**src/hw/rtl/rfsv_pkg.sv**
```systemverilog
`timescale 1ns / 1ps
// ---------------------------------------------------------------------------
// rfsv_pkg
// Shared constants, types and helpers of the radar frame state vote block.
// ---------------------------------------------------------------------------
package rfsv_pkg;

   localparam int NUM_STATES   = 4;
   localparam int COUNT_BITS   = 8;
   localparam int FRAME_STRIDE = 45;

   localparam int STATE_BITS  = (NUM_STATES > 2) ? $clog2(NUM_STATES) : 1;
   localparam int OFFSET_BITS = 6;
   localparam int CLAMP_BITS  = (COUNT_BITS > 8) ? COUNT_BITS : 8;

   localparam logic [7:0] HDR_B0 = 8'hf4;
   localparam logic [7:0] HDR_B1 = 8'hf3;
   localparam logic [7:0] HDR_B2 = 8'hf2;
   localparam logic [7:0] HDR_B3 = 8'hf1;

   localparam logic [23:0]            HDR_LEAD     = {HDR_B0, HDR_B1, HDR_B2};
   localparam logic [OFFSET_BITS-1:0] HDR_END_OFS  = OFFSET_BITS'(3);
   localparam logic [OFFSET_BITS-1:0] STATE_OFS    = OFFSET_BITS'(8);
   localparam logic [OFFSET_BITS-1:0] FRAME_END_OFS = OFFSET_BITS'(FRAME_STRIDE - 1);
   localparam logic [COUNT_BITS-1:0]  COUNT_MAX    = {COUNT_BITS{1'b1}};
   localparam logic [STATE_BITS-1:0]  STATE_ALIAS  = STATE_BITS'(3);
   localparam logic [STATE_BITS-1:0]  STATE_ALIAS_TO = STATE_BITS'(1);

   // state byte handed from framer to voter
   typedef struct packed {
      logic       take;
      logic [7:0] value;
   } rfsv_state_type;

   // batch summary handed from voter to output register
   typedef struct packed {
      logic [7:0] frames_seen;
      logic [7:0] vote_count;
      logic [1:0] voted_state;
   } rfsv_result_type;

   function automatic logic [COUNT_BITS-1:0] sat_inc(input logic [COUNT_BITS-1:0] v);
      return (v == COUNT_MAX) ? COUNT_MAX : v + COUNT_BITS'(1);
   endfunction

   function automatic logic [7:0] clamp8(input logic [COUNT_BITS-1:0] v);
      logic [CLAMP_BITS-1:0] w;
      w = CLAMP_BITS'(v);
      return (w > CLAMP_BITS'(255)) ? 8'hff : w[7:0];
   endfunction

endpackage

```
**src/hw/rtl/rfsv_framer.sv**
```systemverilog
`timescale 1ns / 1ps
// ---------------------------------------------------------------------------
// rfsv_framer
// Header hunt and frame offset tracking; flags the state byte of each frame.
// ---------------------------------------------------------------------------
module rfsv_framer (
   input  logic                    clock,
   input  logic                    reset,
   input  logic                    step,
   input  logic [7:0]              rx_byte,
   input  logic                    batch_end,
   output rfsv_pkg::rfsv_state_type state_hit
);

   logic [23:0]                         window_ff, window_in;
   logic                                in_frame_ff, in_frame_in;
   logic [rfsv_pkg::OFFSET_BITS-1:0]    offset_ff, offset_in;
   logic [rfsv_pkg::OFFSET_BITS-1:0]    offset_next;

   assign offset_next = offset_ff + rfsv_pkg::OFFSET_BITS'(1);

   always_comb begin
      window_in      = window_ff;
      in_frame_in    = in_frame_ff;
      offset_in      = offset_ff;
      state_hit.take  = 1'b0;
      state_hit.value = rx_byte;
      if (in_frame_ff) begin
         offset_in = offset_next;
         if (offset_next == rfsv_pkg::STATE_OFS) begin
            state_hit.take = 1'b1;
         end
         if (offset_next >= rfsv_pkg::FRAME_END_OFS) begin
            in_frame_in = 1'b0;
            window_in   = 24'd0;
            offset_in   = '0;
         end
      end else if (window_ff == rfsv_pkg::HDR_LEAD && rx_byte == rfsv_pkg::HDR_B3) begin
         in_frame_in = 1'b1;
         offset_in   = rfsv_pkg::HDR_END_OFS;
         window_in   = 24'd0;
      end else begin
         window_in = {window_ff[15:0], rx_byte};
      end
      // batch end starts the next batch hunting afresh
      if (batch_end) begin
         in_frame_in = 1'b0;
         window_in   = 24'd0;
         offset_in   = '0;
      end
   end

   always_ff @(posedge clock) begin
      if (reset) begin
         window_ff   <= 24'd0;
         in_frame_ff <= 1'b0;
         offset_ff   <= '0;
      end else if (step) begin
         window_ff   <= window_in;
         in_frame_ff <= in_frame_in;
         offset_ff   <= offset_in;
      end
   end

endmodule

```
**src/hw/rtl/rfsv_voter.sv**
```systemverilog
`timescale 1ns / 1ps
// ---------------------------------------------------------------------------
// rfsv_voter
// Saturating per-state counters with a running leader and a frame count.
// ---------------------------------------------------------------------------
module rfsv_voter (
   input  logic                     clock,
   input  logic                     reset,
   input  logic                     step,
   input  logic                     batch_end,
   input  rfsv_pkg::rfsv_state_type  state_hit,
   output rfsv_pkg::rfsv_result_type result
);

   logic [rfsv_pkg::COUNT_BITS-1:0] counts_ff [rfsv_pkg::NUM_STATES];
   logic [rfsv_pkg::COUNT_BITS-1:0] counts_in [rfsv_pkg::NUM_STATES];
   logic [rfsv_pkg::COUNT_BITS-1:0] best_count_ff, best_count_in;
   logic [rfsv_pkg::STATE_BITS-1:0] best_state_ff, best_state_in;
   logic [rfsv_pkg::COUNT_BITS-1:0] total_ff, total_in;
   logic [rfsv_pkg::STATE_BITS-1:0] idx;
   logic [rfsv_pkg::COUNT_BITS-1:0] bumped;
   logic                            in_range;
   logic [rfsv_pkg::STATE_BITS-1:0] shown_state;

   assign idx      = state_hit.value[rfsv_pkg::STATE_BITS-1:0];
   assign in_range = state_hit.value < 8'(rfsv_pkg::NUM_STATES);
   assign bumped   = rfsv_pkg::sat_inc(counts_ff[idx]);

   always_comb begin
      for (int i = 0; i < rfsv_pkg::NUM_STATES; i++) begin
         counts_in[i] = counts_ff[i];
      end
      best_count_in = best_count_ff;
      best_state_in = best_state_ff;
      total_in      = total_ff;
      if (state_hit.take) begin
         total_in = rfsv_pkg::sat_inc(total_ff);
         if (in_range) begin
            counts_in[idx] = bumped;
            // strict compare keeps the earlier leader on a tie
            if (bumped > best_count_ff) begin
               best_count_in = bumped;
               best_state_in = idx;
            end
         end
      end
   end

   assign shown_state = (best_state_in == rfsv_pkg::STATE_ALIAS) ?
                        rfsv_pkg::STATE_ALIAS_TO : best_state_in;

   assign result.voted_state = 2'(shown_state);
   assign result.vote_count  = rfsv_pkg::clamp8(best_count_in);
   assign result.frames_seen = rfsv_pkg::clamp8(total_in);

   always_ff @(posedge clock) begin
      if (reset) begin
         for (int i = 0; i < rfsv_pkg::NUM_STATES; i++) begin
            counts_ff[i] <= '0;
         end
         best_count_ff <= '0;
         best_state_ff <= '0;
         total_ff      <= '0;
      end else if (step) begin
         if (batch_end) begin
            for (int i = 0; i < rfsv_pkg::NUM_STATES; i++) begin
               counts_ff[i] <= '0;
            end
            best_count_ff <= '0;
            best_state_ff <= '0;
            total_ff      <= '0;
         end else begin
            for (int i = 0; i < rfsv_pkg::NUM_STATES; i++) begin
               counts_ff[i] <= counts_in[i];
            end
            best_count_ff <= best_count_in;
            best_state_ff <= best_state_in;
            total_ff      <= total_in;
         end
      end
   end

endmodule

```
**src/hw/rtl/radar_frame_state_vote.sv**
```systemverilog
`timescale 1ns / 1ps
// ---------------------------------------------------------------------------
// radar_frame_state_vote
// Header framer with a majority vote over radar target states per batch.
// ---------------------------------------------------------------------------
// Takes one radar byte per cycle unless stalled as below. Each byte is
// registered, then framing and vote counting act on it as it moves on; a
// batch's last byte writes one summary word into the output register. The
// summary is valid once its last byte leaves the input register. The input
// stalls only while a last byte waits and an untaken summary is held.
module radar_frame_state_vote (
   input  logic        clock,
   input  logic        reset,
   input  logic        req_tvalid,
   output logic        req_tready,
   input  logic [7:0]  req_tdata,   // rx_byte[7:0]
   input  logic        req_tlast,   // batch_end
   output logic        rsp_tvalid,
   input  logic        rsp_tready,
   output logic [23:0] rsp_tdata    // voted_state[1:0], vote_count[9:2],
                                    // frames_seen[17:10], zero[23:18]
);

   logic                      in_valid_ff;
   logic [7:0]                in_byte_ff;
   logic                      in_last_ff;
   logic                      go;
   logic                      rsp_valid_ff;
   rfsv_pkg::rfsv_result_type rsp_data_ff;
   rfsv_pkg::rfsv_state_type  state_hit;
   rfsv_pkg::rfsv_result_type result;

   // a last byte needs a free output slot, other bytes always proceed
   assign go         = in_valid_ff && (!in_last_ff || !rsp_valid_ff || rsp_tready);
   assign req_tready = !in_valid_ff || go;

   always_ff @(posedge clock) begin
      if (reset) begin
         in_valid_ff <= 1'b0;
      end else if (req_tready) begin
         in_valid_ff <= req_tvalid;
      end
   end

   always_ff @(posedge clock) begin
      if (req_tready && req_tvalid) begin
         in_byte_ff <= req_tdata;
         in_last_ff <= req_tlast;
      end
   end

   rfsv_framer u_framer (
      .clock     (clock),
      .reset     (reset),
      .step      (go),
      .rx_byte   (in_byte_ff),
      .batch_end (in_last_ff),
      .state_hit (state_hit)
   );

   rfsv_voter u_voter (
      .clock     (clock),
      .reset     (reset),
      .step      (go),
      .batch_end (in_last_ff),
      .state_hit (state_hit),
      .result    (result)
   );

   always_ff @(posedge clock) begin
      if (reset) begin
         rsp_valid_ff <= 1'b0;
      end else if (go && in_last_ff) begin
         rsp_valid_ff <= 1'b1;
      end else if (rsp_tready) begin
         rsp_valid_ff <= 1'b0;
      end
   end

   always_ff @(posedge clock) begin
      if (go && in_last_ff) begin
         rsp_data_ff <= result;
      end
   end

   assign rsp_tvalid = rsp_valid_ff;
   assign rsp_tdata  = {6'd0, rsp_data_ff};

   a_rsp_from_last: assert property (@(posedge clock) disable iff (reset)
      $rose(rsp_tvalid) |-> $past(go && in_last_ff))
      else $error("summary appeared without a last byte");

   a_vote_le_frames: assert property (@(posedge clock) disable iff (reset)
      rsp_tvalid |-> (rsp_tdata[9:2] <= rsp_tdata[17:10]))
      else $error("vote count exceeds frame count");

   a_no_alias_state: assert property (@(posedge clock) disable iff (reset)
      rsp_tvalid |-> (rsp_tdata[1:0] != 2'd3))
      else $error("state three not folded");

   a_empty_vote: assert property (@(posedge clock) disable iff (reset)
      (rsp_tvalid && rsp_tdata[9:2] == 8'd0) |-> (rsp_tdata[1:0] == 2'd0))
      else $error("state reported with no votes");

endmodule

```
**config.mk**
```make
export PLATFORM = sky130hd
export DESIGN_NAME = radar_frame_state_vote
export DESIGN_NICKNAME = d
export VERILOG_FILES = /design/src/hw/rtl/rfsv_pkg.sv /design/src/hw/rtl/rfsv_framer.sv /design/src/hw/rtl/rfsv_voter.sv /design/src/hw/rtl/radar_frame_state_vote.sv
export SDC_FILE = /design/constraint.sdc
export NUM_CORES = 1
export LEC_CHECK = 0
export ABC_AREA = 1
export BUFFER_PORTS_ARGS = -buffer_cell sky130_fd_sc_hd__buf_2
export CAP_MARGIN = 30
export CORE_MARGIN = 4
export CORE_UTILIZATION = 61
export DETAILED_ROUTE_END_ITERATION = 8
export HOLD_SLACK_MARGIN = 0.02
export PLACE_DENSITY = 0.8
export SLEW_MARGIN = 20
export SYNTH_ARGS = -nofsm -noshare
export SYNTH_HDL_FRONTEND = slang
export SYNTH_SLANG_ARGS = --single-unit
```
**constraint.sdc**
```tcl
create_clock -name clock -period 4 [get_ports clock]
set_input_delay 0.2 -clock clock [delete_from_list [all_inputs] [get_ports clock]]
set_output_delay 0.2 -clock clock [all_outputs]
set_load 0.02 [all_outputs]
```
Yosys cells after proc, flatten, opt, wreduce, memory -nomap -nowiden:

Memories as Yosys holds them, arrays and structs flattened. A register that Yosys moved wholly into a read port is not among the register bits.
Index checks and enable logic that the tools add are counted.

* $add $sub $neg: 3
* magnitude comparators: 7
* eq/ne operators: 7
* muxes and demuxes: 52
* bitwise operators: 9
* reduce and logical (&&, ||, !) cells: 15

Operator list (number)
* 8-bit 2-to-1 mux: 17
* 24-bit 2-to-1 mux: 4
* 32-bit 2-to-1 mux: 2
* 32-bit bitwise mux: 1
* 24-bit == test (second input constant): 1
* 8-bit == test (second input constant): 3
* 6-bit 2-to-1 mux: 4
* 1-bit 2-to-1 mux: 18
* 8-bit by 1-bit adder with 8-bit output (second input constant): 2
* 8-bit demux with 2-bit select: 1
* 8-bit > comparator (second input constant): 2
* 2-bit 2-to-1 mux: 5
* 8-bit > comparator: 1
* 8-bit by 3-bit less-than comparator with 1-bit output (second input constant): 1
* 1-bit OR: 8
* 6-bit by 1-bit adder with 6-bit output (second input constant): 1
* 6-bit by 4-bit == test with 1-bit output (second input constant): 1
* 6-bit greater-or-equal comparator (second input constant): 1
* 1-bit logical AND: 5
* 2-bit AND reduction: 2
* 3-bit greater-or-equal comparator (second input constant): 1
* 1-bit zero test: 3
* 1-bit logical OR: 3
* 3-bit by 1-bit less-than comparator with 1-bit output (second input constant): 1
* 5 further kinds: 5

* flip-flop bits (word level): 78
* bits in writable memories: 32
* input port bits: 13
* output and inout port bits: 26
* memories kept: 1

Memory list
* u_voter.counts_ff: words 4, width 8, read ports 5, clocked after Yosys merged registers in 1, write ports 4, line rfsv_voter.sv:15 `logic [rfsv_pkg::COUNT_BITS-1:0] counts_ff [rfsv_pkg::NUM_STATES];`

Depth between registers and ports, before layout:

Gate-level depths: netlist (run 1).

* word-level depth: 9
* mapped depth: 27

By module:

Synthesis (run 1) repeated with hierarchy kept, for this count alone.

* cell total of the unflattened synthesis: 781
* area total of the unflattened synthesis: 5948.2 sq um

By module, submodules not included
* rfsv_voter: times used 1, cells each 460, area an instance 3130.5 sq um, sequential area each 1241.2 sq um
* rfsv_framer: times used 1, cells each 269, area an instance 1839.3 sq um, sequential area each 620.6 sq um
* radar_frame_state_vote: times used 1, cells each 52, area an instance 978.4 sq um, sequential area each 850.8 sq um

Worst setup path before layout (run 1):

OpenSTA, ideal clock, no wires.

* path type: register -> register
* start: register (tool-made name)
* end: register rsp_data_ff (netlist bit rsp_tdata[6]), data pin
* setup time: 0.255 ns
* arrival: 2.788 ns
* slack: 0.958 ns
* cell stages (with the launch flop): 24
* buffers on the path: 2
* period minus slack after synthesis: 3.042 ns
* cells stage by stage: dfxtp_1 buf_2 nand3_1 nand2_1 inv_1 ha_1 inv_1 nor2_2 nand2_1 nor2_2 nor2_2 inv_2 ha_1 inv_1 o21bai_1 nand2_1 nand2_1 nand2_1 nand2_1 nand2_1 nor2_8 buf_12 nand2_1 and2_1

RTL lines
* end signal, assigned: line radar_frame_state_vote.sv:82 `rsp_data_ff <= result;`
* end, declared: line radar_frame_state_vote.sv:29 `rfsv_pkg::rfsv_result_type rsp_data_ff;`

==> results of run 1 <==
-- routing by layer --
layer / wire length, um / up-vias
met2: 6982 / 155
met4: 340 / 0
met3: 688 / 28
met1: 5930 / 2373
met5: 0 / -
li1: - / 2589
-- power groups by stage --
stage	Clock, mW	Sequential, mW	Combinational (mW)
2_1_floorplan	0	1.28	0.221
3_3_place_gp	0	1.29	0.278
3_5_place_dp	0	1.29	0.286
4_1_cts	0.710	1.26	0.295
5_1_grt	0.754	1.27	0.335
6_report	0.697	1.26	0.299
-- metrics by stage --
| step | setup WS [ps] | cell area (um2) | power (mW) | utilization |
|---|---|---|---|---|
| floorplan | 957.8 | 6025 | 1.505 | - |
| global placement | 571.9 | 6175 | 1.564 | 0.6558 |
| detailed placement | 413.7 | 6175 | 1.573 | 0.6558 |
| CTS | 397.4 | 6472 | 2.266 | 0.6874 |
| global route | 79.58 | 6474 | 2.356 | 0.6876 |
| finish | 414.1 | 6474 | 2.258 | 0.6876 |
-- registers in the layout, indices dropped and copies added (netlist names), named ones only --
register / count
in_byte_ff: 8
in_last_ff: 1
in_valid_ff: 1
rsp_tdata: 18
rsp_tvalid: 1
u_framer.in_frame_ff: 1
u_framer.offset_ff: 6
u_framer.window_ff: 24
u_voter.best_count_ff: 8
u_voter.best_state_ff: 2
u_voter.counts_ff: 32
u_voter.total_ff: 8
-- layout make-up --
class                           instances  area [um2]  share of cell area
Clock buffer                            9       123.9             0.01913
Clock inverter                          7       93.84             0.01450
Inverter                              106       400.4             0.06185
Multi-Input combinational cell        535        2670              0.4124
Sequential cell                       112        2754              0.4254
Tap cell                              129       161.4             0.02493
Timing Repair Buffer                   44       270.3             0.04175
-- path summary, 6_finish.rpt --
check	to	slack, ps	depth (start not counted)
max reg2reg	rsp_tdata[1]$_SDFFCE_PN0P_	410	24
min	in_byte_ff[0]$_DFFE_PP_	40	1
max	rsp_tdata[1]$_SDFFCE_PN0P_	410	24
min reg2reg	u_voter.counts_ff[2][1]$_SDFFE_PP0P_	470	2
-- layout by cell type (no fill, tap or decap), types with 4 or more instances in the layout --
cell	synthesis	routed
sky130_fd_sc_hd__a21oi_1	38	38
sky130_fd_sc_hd__buf_2	4	32
sky130_fd_sc_hd__buf_4	11	4
sky130_fd_sc_hd__clkbuf_8	0	9
sky130_fd_sc_hd__conb_1	1	6
sky130_fd_sc_hd__dfxtp_1	61	60
sky130_fd_sc_hd__dlygate4sd3_1	0	8
sky130_fd_sc_hd__edfxtp_1	51	51
sky130_fd_sc_hd__ha_1	12	12
sky130_fd_sc_hd__inv_1	95	95
sky130_fd_sc_hd__inv_2	9	9
sky130_fd_sc_hd__nand2_1	202	202
sky130_fd_sc_hd__nand2_2	7	7
sky130_fd_sc_hd__nand3_1	59	59
sky130_fd_sc_hd__nand3_2	4	4
sky130_fd_sc_hd__nand4_1	13	13
sky130_fd_sc_hd__nor2_1	67	67
sky130_fd_sc_hd__nor2_2	9	9
sky130_fd_sc_hd__nor3_1	8	8
sky130_fd_sc_hd__o211ai_1	9	9
sky130_fd_sc_hd__o21ai_0	42	42
sky130_fd_sc_hd__o21ai_1	18	18
sky130_fd_sc_hd__o21ai_2	17	17
-- logic make-up (layout without fill, tap and decap cells) --
logic type / Yosys count / in the layout / synth area share
other: 1 / 6 / 0.0006244
DFF: 112 / 112 / 0.4583
buffers and inverters: 136 / 166 / 0.1002
AOI/OAI and AO/OA: 133 / 133 / 0.1308
xor gates and xnor gates: 3 / 3 / 0.004376
adders and majority gates: 12 / 12 / 0.02500
and+or+nand+nor: 381 / 381 / 0.2806
-- timing repair --
action,CTS,global route
hold buffers,8,0
endpoints found under the setup margin,0,1
resized for setup,0,1
setup buffers,0,0
hold endpoints to repair,8,0
-- critical path, delay by kind of cell, from the launching register on --
kind	cells	cell delay (ps)
adders and majority gates	2	560
DFF	1	380
and+or+nand+nor	13	1420
AOI/OAI and AO/OA	3	420
buffers and inverters	6	590
==> impl_metrics.prom, run 1 <==
# TYPE chip_impl_metric gauge
chip_impl_metric{name="grt_max_degree",unit=""} 36
chip_impl_metric{name="cellInternalPower",unit="mW"} 1.583
chip_impl_metric{name="worst_ep_arrival_time",unit="ps"} 3730
chip_impl_info{name="hold_path.class",value="in -> reg"} 1
chip_impl_metric{name="synth-async-reset-ratio",unit=""} 0
chip_impl_metric{name="combinationalPowerShare",unit=""} 0.132
chip_impl_metric{name="power_density",unit="mW/mm2"} 348.8
chip_impl_metric{name="fillers",unit=""} 781
chip_impl_metric{name="finalClockSkew",unit="ps"} 21.26
chip_impl_info{name="cts.root.buffer_cell",value="sky130_fd_sc_hd__clkbuf_8"} 1
chip_impl_metric{name="fraction_of_synthesized_cell_area_taken_by_the_top_area_cell_type",unit=""} 0.2550
chip_impl_metric{name="coreArea",unit="mm2"} 0.009415
chip_impl_metric{name="cts_sinks",unit=""} 112
chip_impl_metric{name="cts_made_buffers",unit=""} 9
chip_impl_info{name="synth_top_area_cell",value="sky130_fd_sc_hd__edfxtp_1"} 1
chip_impl_metric{name="cts-htree-levels",unit=""} 3
chip_impl_info{name="worstHoldStart",value="req_tdata[0]"} 1
chip_impl_metric{name="syn-instance-count",unit=""} 778
chip_impl_metric{name="routed-via-count",unit=""} 5145
chip_impl_info{name="cp-start-kind",value="flip-flop"} 1
chip_impl_info{name="setup.worst_path.class",value="reg -> reg"} 1
chip_impl_metric{name="p_switching",unit="mW"} 0.6755
chip_impl_metric{name="vdd_ir_drop_max",unit="uV"} 275.8
chip_impl_metric{name="routabilityCongestion",unit=""} 0.9847
chip_impl_metric{name="fmax",unit="MHz"} 278.9
chip_impl_metric{name="routed_wirelength",unit="um"} 13940
chip_impl_info{name="grt.busiest_layer",value="met2"} 1
chip_impl_info{name="worst_path_max_delay_cell",value="sky130_fd_sc_hd__dfxtp_2"} 1
chip_impl_info{name="worst_setup_path_end_kind",value="flip-flop"} 1
chip_impl_metric{name="critical_path_required",unit="ps"} 4150
chip_impl_metric{name="met1_usage",unit=""} 0.3283
chip_impl_metric{name="detail_route.drc_violations",unit=""} 0
chip_impl_metric{name="die_outline_area",unit="mm2"} 0.01150
chip_impl_metric{name="clk_transition_reported_paths",unit="ps"} 120
chip_impl_info{name="tritoncts",value="yes"} 1
chip_impl_metric{name="grt.met3_usage",unit=""} 0.03733
chip_impl_metric{name="vias_per_cell",unit=""} 5.462
chip_impl_metric{name="power_frac_seq",unit=""} 0.559
chip_impl_metric{name="placement_rows",unit=""} 35
chip_impl_metric{name="final.hold.worst_slack",unit="ps"} 39.07
chip_impl_metric{name="netSwitchingFraction",unit=""} 0.2991
chip_impl_metric{name="dp.final_hpwl",unit="um"} 10180
chip_impl_metric{name="crit_path_max_fanout",unit=""} 14
chip_impl_info{name="synth.top_cells.by_count",value="202 x sky130_fd_sc_hd__nand2_1, 95 x sky130_fd_sc_hd__inv_1, 67 x sky130_fd_sc_hd__nor2_1, 61 x sky130_fd_sc_hd__dfxtp_1, 59 x sky130_fd_sc_hd__nand3_1"} 1
chip_impl_info{name="outcome",value="completed"} 1
chip_impl_metric{name="p_leak",unit="nW"} 2.874
chip_impl_metric{name="slowest_delay",unit="ps"} 380
chip_impl_metric{name="io_pins",unit=""} 39
chip_impl_metric{name="detailedRoute.firstIterationViolations",unit=""} 327
chip_impl_metric{name="ys.warnings.count",unit=""} 0
chip_impl_metric{name="global_route.overflow_total",unit=""} 0
chip_impl_info{name="path_cells",value="buf_4 > a21oi_1 > o21ai_0 > nand2_1 > inv_1 > ha_1 > inv_1 > nor2_2 > nand2_1 > inv_2 > nand2_2 > nand3_2 > ha_1 > nand2_1 > inv_1 > nand2_1 > nand2_1 > nand2_1 > nand2_1 > nand2_1 > nor2_8 > inv_2 > o21ai_2 > nor2_1"} 1
chip_impl_metric{name="globalRouteMet2Util",unit=""} 0.4401
chip_impl_metric{name="ant_diodes",unit=""} 0
chip_impl_metric{name="final_min_period_over_clock_period",unit=""} 0.8965
chip_impl_metric{name="cts.path.max_buffers",unit=""} 2
chip_impl_metric{name="power_frac_clock",unit=""} 0.309
chip_impl_metric{name="maxSlewHeadroom",unit=""} 0.4506
chip_impl_metric{name="yosysSeqAreaShare",unit=""} 0.4583
chip_impl_metric{name="number_of_antenna_violations_at_the_first_check_in_global_routing",unit=""} 0
chip_impl_info{name="crit_top_cell",value="sky130_fd_sc_hd__nand2_1"} 1
chip_impl_metric{name="detail_route.first_pass.iterations",unit=""} 5
chip_impl_info{name="synth_most_common_cell",value="sky130_fd_sc_hd__nand2_1"} 1
chip_impl_metric{name="area.growth.synth_to_final",unit="%"} 7.792
chip_impl_metric{name="die_y",unit="um"} 107.2
chip_impl_metric{name="setup_tns",unit="ps"} 0
chip_impl_metric{name="layout.nets",unit=""} 833
chip_impl_metric{name="final_layout_size_suffix_gt1_frac",unit=""} 0.1353
chip_impl_metric{name="port-buffer-count",unit=""} 32
chip_impl_metric{name="wire_per_inst",unit="um"} 14.80
chip_impl_metric{name="post_synth_num_cell_types",unit=""} 44
chip_impl_metric{name="drtAntennaViolNets",unit=""} 0
chip_impl_metric{name="mappedNetlistArea",unit="mm2"} 0.006006
chip_impl_info{name="rsz0062_at_grt",value="no"} 1
chip_impl_metric{name="initial_utilization",unit=""} 0.6379
chip_impl_metric{name="finalSetupViolCount",unit=""} 0
chip_impl_metric{name="worst_pin_slew",unit="ps"} 820.4
chip_impl_metric{name="dp.cells",unit=""} 918
chip_impl_metric{name="avgSynthCellArea",unit="um2"} 7.719
chip_impl_metric{name="min_period",unit="ps"} 3586
chip_impl_metric{name="vias_in_the_first_global_route",unit=""} 4816
chip_impl_metric{name="synth_seq_cells",unit=""} 112
chip_impl_metric{name="latest_clock_arrival_within_the_worst_skew_pair",unit="ps"} 380
chip_impl_metric{name="grt_pass1_wl",unit="um"} 23380
chip_impl_metric{name="max-cap-violations",unit=""} 0
chip_impl_metric{name="finalMaxSlewViolations",unit=""} 0
chip_impl_metric{name="final_std_cells_w_o_fill",unit=""} 942
chip_impl_metric{name="die_x",unit="um"} 107.2
chip_impl_metric{name="grt_util_all_layers",unit=""} 0.2550
chip_impl_info{name="synth_flop_cell",value="sky130_fd_sc_hd__dfxtp_1"} 1
chip_impl_info{name="ys_top_cells_by_area",value="sky130_fd_sc_hd__edfxtp_1 26%, sky130_fd_sc_hd__dfxtp_1 20%, sky130_fd_sc_hd__nand2_1 13%"} 1
chip_impl_metric{name="final_hold_vio_count",unit=""} 0
chip_impl_metric{name="synth-edff-count",unit=""} 51
(Power assumes the default switching activity.)
==> run 2: changes to the inputs <==
--- a/config.mk
+++ b/config.mk
@@ -8,6 +8,7 @@
 export ABC_AREA = 1
 export BUFFER_PORTS_ARGS = -buffer_cell sky130_fd_sc_hd__buf_2
 export CAP_MARGIN = 30
+export CORE_ASPECT_RATIO = 0.75
 export CORE_MARGIN = 4
 export CORE_UTILIZATION = 61
 export DETAILED_ROUTE_END_ITERATION = 8
==> run 2 against run 1 <==
- global-route usage is 1.2 points higher
- flip-flop and latch count unchanged
- non-clock buffer count fell by 1
- critical endpoint unchanged
- largest cell class unchanged
==> impl_metrics.prom, run 2 (synthesized netlist as in run 1, its figures left out) <==
# TYPE chip_impl_metric gauge
chip_impl_info{name="layout_top_registers",value="u_voter.counts_ff (32), u_framer.window_ff (24), rsp_tdata (18)"} 1
chip_impl_metric{name="min_period",unit="ps"} 3577
chip_impl_metric{name="post-layout-total-power",unit="mW"} 2.415
chip_impl_metric{name="grt_max_degree",unit=""} 36
chip_impl_metric{name="detail_route.first_pass.iterations",unit=""} 5
chip_impl_metric{name="multi_input_comb_area",unit="mm2"} 0.002670
chip_impl_metric{name="coreArea",unit="mm2"} 0.009619
chip_impl_metric{name="ff_latch_area",unit="mm2"} 0.002753
chip_impl_metric{name="area.growth.synth_to_final",unit="%"} 8.562
chip_impl_info{name="mostFrequentLayoutCells",value="202 x sky130_fd_sc_hd__nand2_1, 95 x sky130_fd_sc_hd__inv_1, 67 x sky130_fd_sc_hd__nor2_1"} 1
chip_impl_metric{name="initial_utilization",unit=""} 0.6243
chip_impl_info{name="worst_path_max_delay_cell",value="sky130_fd_sc_hd__ha_1"} 1
chip_impl_metric{name="vias_per_cell",unit=""} 5.561
chip_impl_metric{name="drtAntennaViolNets",unit=""} 0
chip_impl_metric{name="largest_register_ffs",unit=""} 32
chip_impl_metric{name="worst_pin_slew",unit="ps"} 931.7
chip_impl_metric{name="port-buffer-count",unit=""} 32
chip_impl_info{name="largest_register",value="u_voter.counts_ff"} 1
chip_impl_info{name="crit_top_cell",value="sky130_fd_sc_hd__nand2_1"} 1
chip_impl_metric{name="worst_ep_arrival_time",unit="ps"} 3690
chip_impl_metric{name="finalMaxSlewViolations",unit=""} 0
chip_impl_metric{name="slowest_delay",unit="ps"} 360
chip_impl_metric{name="ant_diodes",unit=""} 0
chip_impl_info{name="tritoncts",value="yes"} 1
chip_impl_metric{name="cts_sinks",unit=""} 112
chip_impl_metric{name="latest_clock_arrival_within_the_worst_skew_pair",unit="ps"} 350
chip_impl_metric{name="max-cap-violations",unit=""} 0
chip_impl_metric{name="power_density",unit="mW/mm2"} 370.4
chip_impl_metric{name="number_of_antenna_violations_at_the_first_check_in_global_routing",unit=""} 0
chip_impl_metric{name="critical_path_required",unit="ps"} 4110
chip_impl_metric{name="routed-via-count",unit=""} 5250
chip_impl_metric{name="dp.final_hpwl",unit="um"} 10870
chip_impl_metric{name="combinationalPowerShare",unit=""} 0.125
chip_impl_metric{name="finalClockSkew",unit="ps"} 8.292
chip_impl_metric{name="power_frac_seq",unit=""} 0.523
chip_impl_metric{name="fillers",unit=""} 870
chip_impl_metric{name="fmax",unit="MHz"} 279.6
chip_impl_metric{name="detail_route.drc_violations",unit=""} 0
chip_impl_info{name="setup.worst_path.class",value="reg -> reg"} 1
chip_impl_info{name="worst_setup_path_end_kind",value="flip-flop"} 1
chip_impl_metric{name="power_frac_clock",unit=""} 0.352
chip_impl_metric{name="io_pins",unit=""} 39
chip_impl_metric{name="cellInternalPower",unit="mW"} 1.748
chip_impl_metric{name="cts_made_buffers",unit=""} 9
chip_impl_metric{name="die_outline_area",unit="mm2"} 0.01151
chip_impl_metric{name="cts.path.max_buffers",unit=""} 2
chip_impl_metric{name="die_x",unit="um"} 122.6
chip_impl_metric{name="post_cts_buffers",unit=""} 0
chip_impl_metric{name="vdd_ir_drop_max",unit="uV"} 239.5
chip_impl_metric{name="final_critical_path_setup_slack",unit="ps"} 423.3
chip_impl_metric{name="finalSetupViolCount",unit=""} 0
chip_impl_metric{name="layout.nets",unit=""} 832
chip_impl_info{name="hold_path.class",value="in -> reg"} 1
chip_impl_metric{name="dp.cells",unit=""} 921
chip_impl_metric{name="routabilityCongestion",unit=""} 0.9648
chip_impl_info{name="path_cells",value="buf_4 > a21oi_1 > o21ai_0 > nand2_1 > inv_1 > ha_1 > inv_1 > nor2_2 > nand2_1 > o21ai_0 > nand2_1 > ha_1 > nand2_1 > nor2_1 > nand2_1 > nand2_1 > nand2_1 > nor2_8 > inv_2 > o21ai_2 > nor2_1"} 1
chip_impl_metric{name="clk_transition_reported_paths",unit="ps"} 70
chip_impl_metric{name="global_route.overflow_total",unit=""} 0
chip_impl_metric{name="wire_per_inst",unit="um"} 15.50
chip_impl_metric{name="final_std_cells_w_o_fill",unit=""} 944
chip_impl_info{name="cp-start-kind",value="flip-flop"} 1
chip_impl_metric{name="p_switching",unit="mW"} 0.6665
chip_impl_metric{name="final_min_period_over_clock_period",unit=""} 0.8942
chip_impl_metric{name="vias_in_the_first_global_route",unit=""} 4801
chip_impl_metric{name="netSwitchingFraction",unit=""} 0.2760
chip_impl_metric{name="cp_bufs_invs",unit=""} 4
chip_impl_metric{name="grt_pass1_wl",unit="um"} 23880
chip_impl_metric{name="die_y",unit="um"} 93.93
chip_impl_info{name="layout_commonest_cell",value="sky130_fd_sc_hd__nand2_1"} 1
chip_impl_metric{name="maxSlewHeadroom",unit=""} 0.3761
chip_impl_metric{name="placement_rows",unit=""} 31
chip_impl_metric{name="grt_util_all_layers",unit=""} 0.2665
chip_impl_metric{name="routed_wirelength",unit="um"} 14630
chip_impl_metric{name="dp_slack",unit="ps"} 521.9
chip_impl_metric{name="cts-htree-levels",unit=""} 3
chip_impl_metric{name="detailedRoute.firstIterationViolations",unit=""} 489
chip_impl_metric{name="p_leak",unit="nW"} 2.890
chip_impl_metric{name="setup_tns",unit="ps"} 0
chip_impl_info{name="rsz0062_at_grt",value="no"} 1
chip_impl_metric{name="crit_path_max_fanout",unit=""} 20
chip_impl_metric{name="final_hold_vio_count",unit=""} 0
chip_impl_info{name="critical-path-top-delay-family",value="simple AND/OR/NAND/NOR gates"} 1
chip_impl_metric{name="holdBufCountCts",unit=""} 3
chip_impl_info{name="cts.root.buffer_cell",value="sky130_fd_sc_hd__clkbuf_16"} 1
chip_impl_metric{name="final_layout_size_suffix_gt1_frac",unit=""} 0.1330
chip_impl_metric{name="final.hold.worst_slack",unit="ps"} 28.26
chip_impl_metric{name="ctsResizeCount",unit=""} 0
chip_impl_info{name="outcome",value="completed"} 1
[run 2: worst paths after layout]
path                                        startpoint                              endpoint  slack, ps  cells after the start
hold reg to reg   u_voter.counts_ff[2][7]$_SDFFE_PP0P_  u_voter.counts_ff[2][7]$_SDFFE_PP0P_        470                      2
setup reg to reg                             flip-flop            rsp_tdata[1]$_SDFFCE_PN0P_        420                     21
hold / removal                            req_tdata[6]               in_byte_ff[6]$_DFFE_PP_         30                      1
setup / recovery                             flip-flop            rsp_tdata[1]$_SDFFCE_PN0P_        420                     21
[run 2: area by class of cell]
cell class,instances,area share
clock inverter,6,0.006908
multi-input combinational,535,0.4095
timing repair buffer,43,0.03953
clock buffer,10,0.03512
tap,132,0.02533
sequential,112,0.4222
inverter,106,0.06141
[run 2: stage by stage]
stage	util	cell area, um2
after floorplan	-	6025
after global placement	0.6423	6178
after detailed placement	0.6423	6178
after CTS	0.6739	6482
after global routing	0.6778	6520
final	0.6778	6520
[run 2: worst reg2reg max path, cell delays in order (launching register included)]
cell                      delay, ps
sky130_fd_sc_hd__dfxtp_1        340
sky130_fd_sc_hd__buf_4          220
sky130_fd_sc_hd__a21oi_1         90
sky130_fd_sc_hd__o21ai_0         80
sky130_fd_sc_hd__nand2_1        140
sky130_fd_sc_hd__inv_1           80
sky130_fd_sc_hd__ha_1           180
sky130_fd_sc_hd__inv_1           60
sky130_fd_sc_hd__nor2_2         130
sky130_fd_sc_hd__nand2_1        110
sky130_fd_sc_hd__o21ai_0        160
sky130_fd_sc_hd__nand2_1        210
sky130_fd_sc_hd__ha_1           360
sky130_fd_sc_hd__nand2_1         70
sky130_fd_sc_hd__nor2_1         180
sky130_fd_sc_hd__nand2_1         80
sky130_fd_sc_hd__nand2_1         60
sky130_fd_sc_hd__nand2_1        130
sky130_fd_sc_hd__nor2_8         280
sky130_fd_sc_hd__inv_2          140
sky130_fd_sc_hd__o21ai_2        170
sky130_fd_sc_hd__nor2_1          60
[run 2: power by group through the flow]
| stage | Sequential (mW) | Combinational [mW] | Clock, mW |
|---|---|---|---|
| floorplan | 1.28 | 0.221 | 0 |
| global placement | 1.29 | 0.286 | 0 |
| detailed placement | 1.29 | 0.294 | 0 |
| CTS | 1.26 | 0.298 | 0.853 |
| global route | 1.27 | 0.341 | 0.910 |
| finish | 1.26 | 0.303 | 0.850 |
[run 2: metal layers]
metal	vias up	track usage	share of wire
met3	15	0.07044	0.082
met5	-	0	0
met2	189	0.4051	0.44
li1	2586	-	-
met1	2460	0.3827	0.47
met4	0	0.05685	0.010
==> run 3: changes to the inputs <==
--- a/config.mk
+++ b/config.mk
@@ -12,6 +12,7 @@
 export CORE_MARGIN = 4
 export CORE_UTILIZATION = 61
 export DETAILED_ROUTE_END_ITERATION = 8
+export GPL_TIMING_DRIVEN = 0
 export HOLD_SLACK_MARGIN = 0.02
 export PLACE_DENSITY = 0.8
 export SLEW_MARGIN = 20
==> run 3 against run 2 <==
- via count rose by 2.0%
- fmax fell by 2.8%
- critical path type unchanged
- sequential share of layout area fell by 1.2 points
- largest cell class unchanged
- critical path depth did not move
==> impl_metrics.prom, run 3 (synthesized netlist as in run 1, its figures left out) <==
# TYPE chip_impl_metric gauge
chip_impl_info{name="outcome",value="completed"} 1
chip_impl_metric{name="cellInternalPower",unit="mW"} 1.803
chip_impl_metric{name="min_period",unit="ps"} 3679
chip_impl_info{name="critical-path-top-delay-family",value="simple AND/OR/NAND/NOR gates"} 1
chip_impl_metric{name="die_outline_area",unit="mm2"} 0.01151
chip_impl_metric{name="routabilityCongestion",unit=""} 0.9306
chip_impl_metric{name="power_frac_seq",unit=""} 0.514
chip_impl_metric{name="die_y",unit="um"} 93.93
chip_impl_metric{name="detail_route.drc_violations",unit=""} 0
chip_impl_metric{name="power_frac_clock",unit=""} 0.355
chip_impl_info{name="crit_top_cell",value="sky130_fd_sc_hd__nand2_1"} 1
chip_impl_metric{name="die_x",unit="um"} 122.6
chip_impl_metric{name="p_switching",unit="mW"} 0.6521
chip_impl_info{name="cts.root.buffer_cell",value="sky130_fd_sc_hd__clkbuf_16"} 1
chip_impl_metric{name="finalClockSkew",unit="ps"} 6.935
chip_impl_metric{name="finalSetupViolCount",unit=""} 0
chip_impl_metric{name="max-cap-violations",unit=""} 0
chip_impl_metric{name="routed-via-count",unit=""} 5357
chip_impl_metric{name="cts.path.max_buffers",unit=""} 2
chip_impl_metric{name="vdd_ir_drop_max",unit="uV"} 227.5
chip_impl_metric{name="largest_register_ffs",unit=""} 32
chip_impl_metric{name="latest_clock_arrival_within_the_worst_skew_pair",unit="ps"} 340
chip_impl_metric{name="maxSlewHeadroom",unit=""} 0.3542
chip_impl_info{name="tritoncts",value="yes"} 1
chip_impl_info{name="layout_commonest_cell",value="sky130_fd_sc_hd__nand2_1"} 1
chip_impl_metric{name="power_density",unit="mW/mm2"} 365.5
chip_impl_metric{name="netSwitchingFraction",unit=""} 0.2656
chip_impl_metric{name="ant_diodes",unit=""} 0
chip_impl_metric{name="area.growth.synth_to_final",unit="%"} 11.83
chip_impl_info{name="rsz0062_at_grt",value="no"} 1
chip_impl_metric{name="finalMaxSlewViolations",unit=""} 0
chip_impl_metric{name="final_std_cells_w_o_fill",unit=""} 970
chip_impl_info{name="mostFrequentLayoutCells",value="202 x sky130_fd_sc_hd__nand2_1, 95 x sky130_fd_sc_hd__inv_1, 67 x sky130_fd_sc_hd__nor2_1"} 1
chip_impl_info{name="worst_setup_path_endpoint",value="rsp_tdata[6]$_DFFE_PP_"} 1
chip_impl_metric{name="placement_rows",unit=""} 31
chip_impl_info{name="layout_top_registers",value="u_voter.counts_ff (32), u_framer.window_ff (24), rsp_tdata (18)"} 1
chip_impl_info{name="worst_setup_path_end_kind",value="flip-flop"} 1
chip_impl_info{name="grt.busiest_layer",value="met2"} 1
chip_impl_metric{name="hold_path_depth",unit=""} 1
chip_impl_metric{name="critical_path_required",unit="ps"} 4090
chip_impl_info{name="setup.worst_path.class",value="reg -> reg"} 1
chip_impl_metric{name="grt_max_degree",unit=""} 19
chip_impl_metric{name="grt_util_all_layers",unit=""} 0.2557
chip_impl_metric{name="final_layout_size_suffix_gt1_frac",unit=""} 0.1504
chip_impl_metric{name="slowest_delay",unit="ps"} 370
chip_impl_metric{name="global_route.overflow_total",unit=""} 0
chip_impl_metric{name="cp_num_cells",unit=""} 21
chip_impl_metric{name="dp.cells",unit=""} 947
chip_impl_info{name="path_cells",value="buf_2 > a21oi_1 > o21ai_0 > nand2_1 > inv_1 > ha_1 > inv_1 > nor2_2 > nand2_1 > o21ai_0 > nand2_1 > ha_1 > nand2_1 > nor2_1 > nand2_1 > nand2_1 > nand2_1 > nor2_8 > buf_12 > nand2_1 > and2_1"} 1
chip_impl_metric{name="io_pins",unit=""} 39
chip_impl_metric{name="worst_pin_slew",unit="ps"} 964.4
chip_impl_metric{name="dp.final_hpwl",unit="um"} 10550
chip_impl_metric{name="p_leak",unit="nW"} 3.007
chip_impl_metric{name="finalCoreUtilization",unit=""} 0.6982
chip_impl_metric{name="met1_usage",unit=""} 0.3613
chip_impl_metric{name="combinationalPowerShare",unit=""} 0.132
chip_impl_metric{name="wire_per_inst",unit="um"} 14.62
chip_impl_metric{name="port-buffer-count",unit=""} 32
chip_impl_metric{name="vias_in_the_first_global_route",unit=""} 4941
chip_impl_metric{name="grt_pass1_wl",unit="um"} 23290
chip_impl_metric{name="final_hold_vio_count",unit=""} 0
chip_impl_metric{name="post_cts_buffers",unit=""} 0
chip_impl_metric{name="final_min_period_over_clock_period",unit=""} 0.9198
chip_impl_metric{name="detailedRoute.firstIterationViolations",unit=""} 533
chip_impl_metric{name="vias_per_cell",unit=""} 5.523
chip_impl_metric{name="grt.met3_usage",unit=""} 0.05780
chip_impl_metric{name="coreArea",unit="mm2"} 0.009619
chip_impl_metric{name="post-layout-total-power",unit="mW"} 2.455
chip_impl_metric{name="crit_path_max_fanout",unit=""} 10
chip_impl_metric{name="worst_ep_arrival_time",unit="ps"} 3770
chip_impl_metric{name="detail_route.first_pass.iterations",unit=""} 6
chip_impl_metric{name="fmax",unit="MHz"} 271.8
chip_impl_metric{name="clk_transition_reported_paths",unit="ps"} 70
chip_impl_info{name="cp-start-kind",value="flip-flop"} 1
chip_impl_metric{name="cp_bufs_invs",unit=""} 4
chip_impl_metric{name="number_of_antenna_violations_at_the_first_check_in_global_routing",unit=""} 0
chip_impl_info{name="largest_register",value="u_voter.counts_ff"} 1
chip_impl_metric{name="cts_made_buffers",unit=""} 9
chip_impl_metric{name="cts_sinks",unit=""} 112
chip_impl_metric{name="worst-r2r-cell-count",unit=""} 21
chip_impl_metric{name="r2r_setup_slack",unit="ps"} 320
chip_impl_metric{name="routed_wirelength",unit="um"} 14180
chip_impl_info{name="rr_endpoint",value="rsp_tdata[6]$_DFFE_PP_"} 1
chip_impl_metric{name="layout.nets",unit=""} 858
chip_impl_metric{name="initial_utilization",unit=""} 0.6243
chip_impl_metric{name="globalRouteMet2Util",unit=""} 0.4060
chip_impl_metric{name="cts-htree-levels",unit=""} 3
chip_impl_metric{name="drtAntennaViolNets",unit=""} 0
chip_impl_info{name="worst_path_max_delay_cell",value="sky130_fd_sc_hd__dfxtp_1"} 1
chip_impl_info{name="hold_path.class",value="in -> reg"} 1
chip_impl_metric{name="setup_tns",unit="ps"} 0
[run 3: metal layers]
layer,vias to the layer above,part of all wire
met2,207,0.44
met1,2492,0.46
li1,2637,-
met3,21,0.084
met4,0,0.013
met5,-,0
[run 3: power by group through the flow]
| stage | Sequential (mW) | Combinational, mW | Clock (mW) |
|---|---|---|---|
| floorplan | 1.28 | 0.221 | 0 |
| global placement | 1.28 | 0.298 | 0 |
| detailed placement | 1.29 | 0.307 | 0 |
| CTS | 1.26 | 0.315 | 0.887 |
| global route | 1.26 | 0.360 | 0.929 |
| finish | 1.26 | 0.324 | 0.871 |
[run 3: what timing repair did]
action                     CTS  global route
hold buffers                 6             0
hold endpoints to repair     6             0
setup endpoints to repair    0             3
resized for setup            0             1
[run 3: area by class of cell]
cell class / instances / area [um2]
repair buffers: 39 / 227.7
multi-input cells: 535 / 2675
clock inverters: 5 / 38.79
well taps: 132 / 165.2
inverters: 106 / 400.4
fillers: 830 / 2903
clock buffers: 11 / 255.2
flip-flops and latches: 112 / 2753
plain buffers: 30 / 201.4
[run 3: through the flow]
step	hold WS, ps	area, um2	setup slack [ps]
after floorplan	298.9	6025	957.8
after detailed placement	378.1	6350	385.2
after CTS	20.36	6704	334.6
after global routing	22.57	6716	53.14
after global placement	376.2	6350	450.2
final	28.51	6716	321.0
[run 3: how the worst min path moves through the flow]
stage / start / end / slack [ps]
after floorplan: req_tdata[0] / in_byte_ff[0]$_DFFE_PP_ / 300
after global placement: req_tdata[3] / in_byte_ff[3]$_DFFE_PP_ / 380
after detailed placement: req_tdata[5] / in_byte_ff[5]$_DFFE_PP_ / 380
after CTS: req_tdata[6] / in_byte_ff[6]$_DFFE_PP_ / 20
after global routing: req_tdata[1] / in_byte_ff[1]$_DFFE_PP_ / 20
final: req_tdata[6] / in_byte_ff[6]$_DFFE_PP_ / 30
[run 3: worst register-to-register path: cells and delay by family, from the launching register on]
kind	cells	cell delay, ps
AO/OA/AOI/OAI	3	340
adder cells (fa/ha/maj)	2	570
buffers and inverters	4	550
flip-flops	1	370
AND/OR/NAND/NOR	12	1620
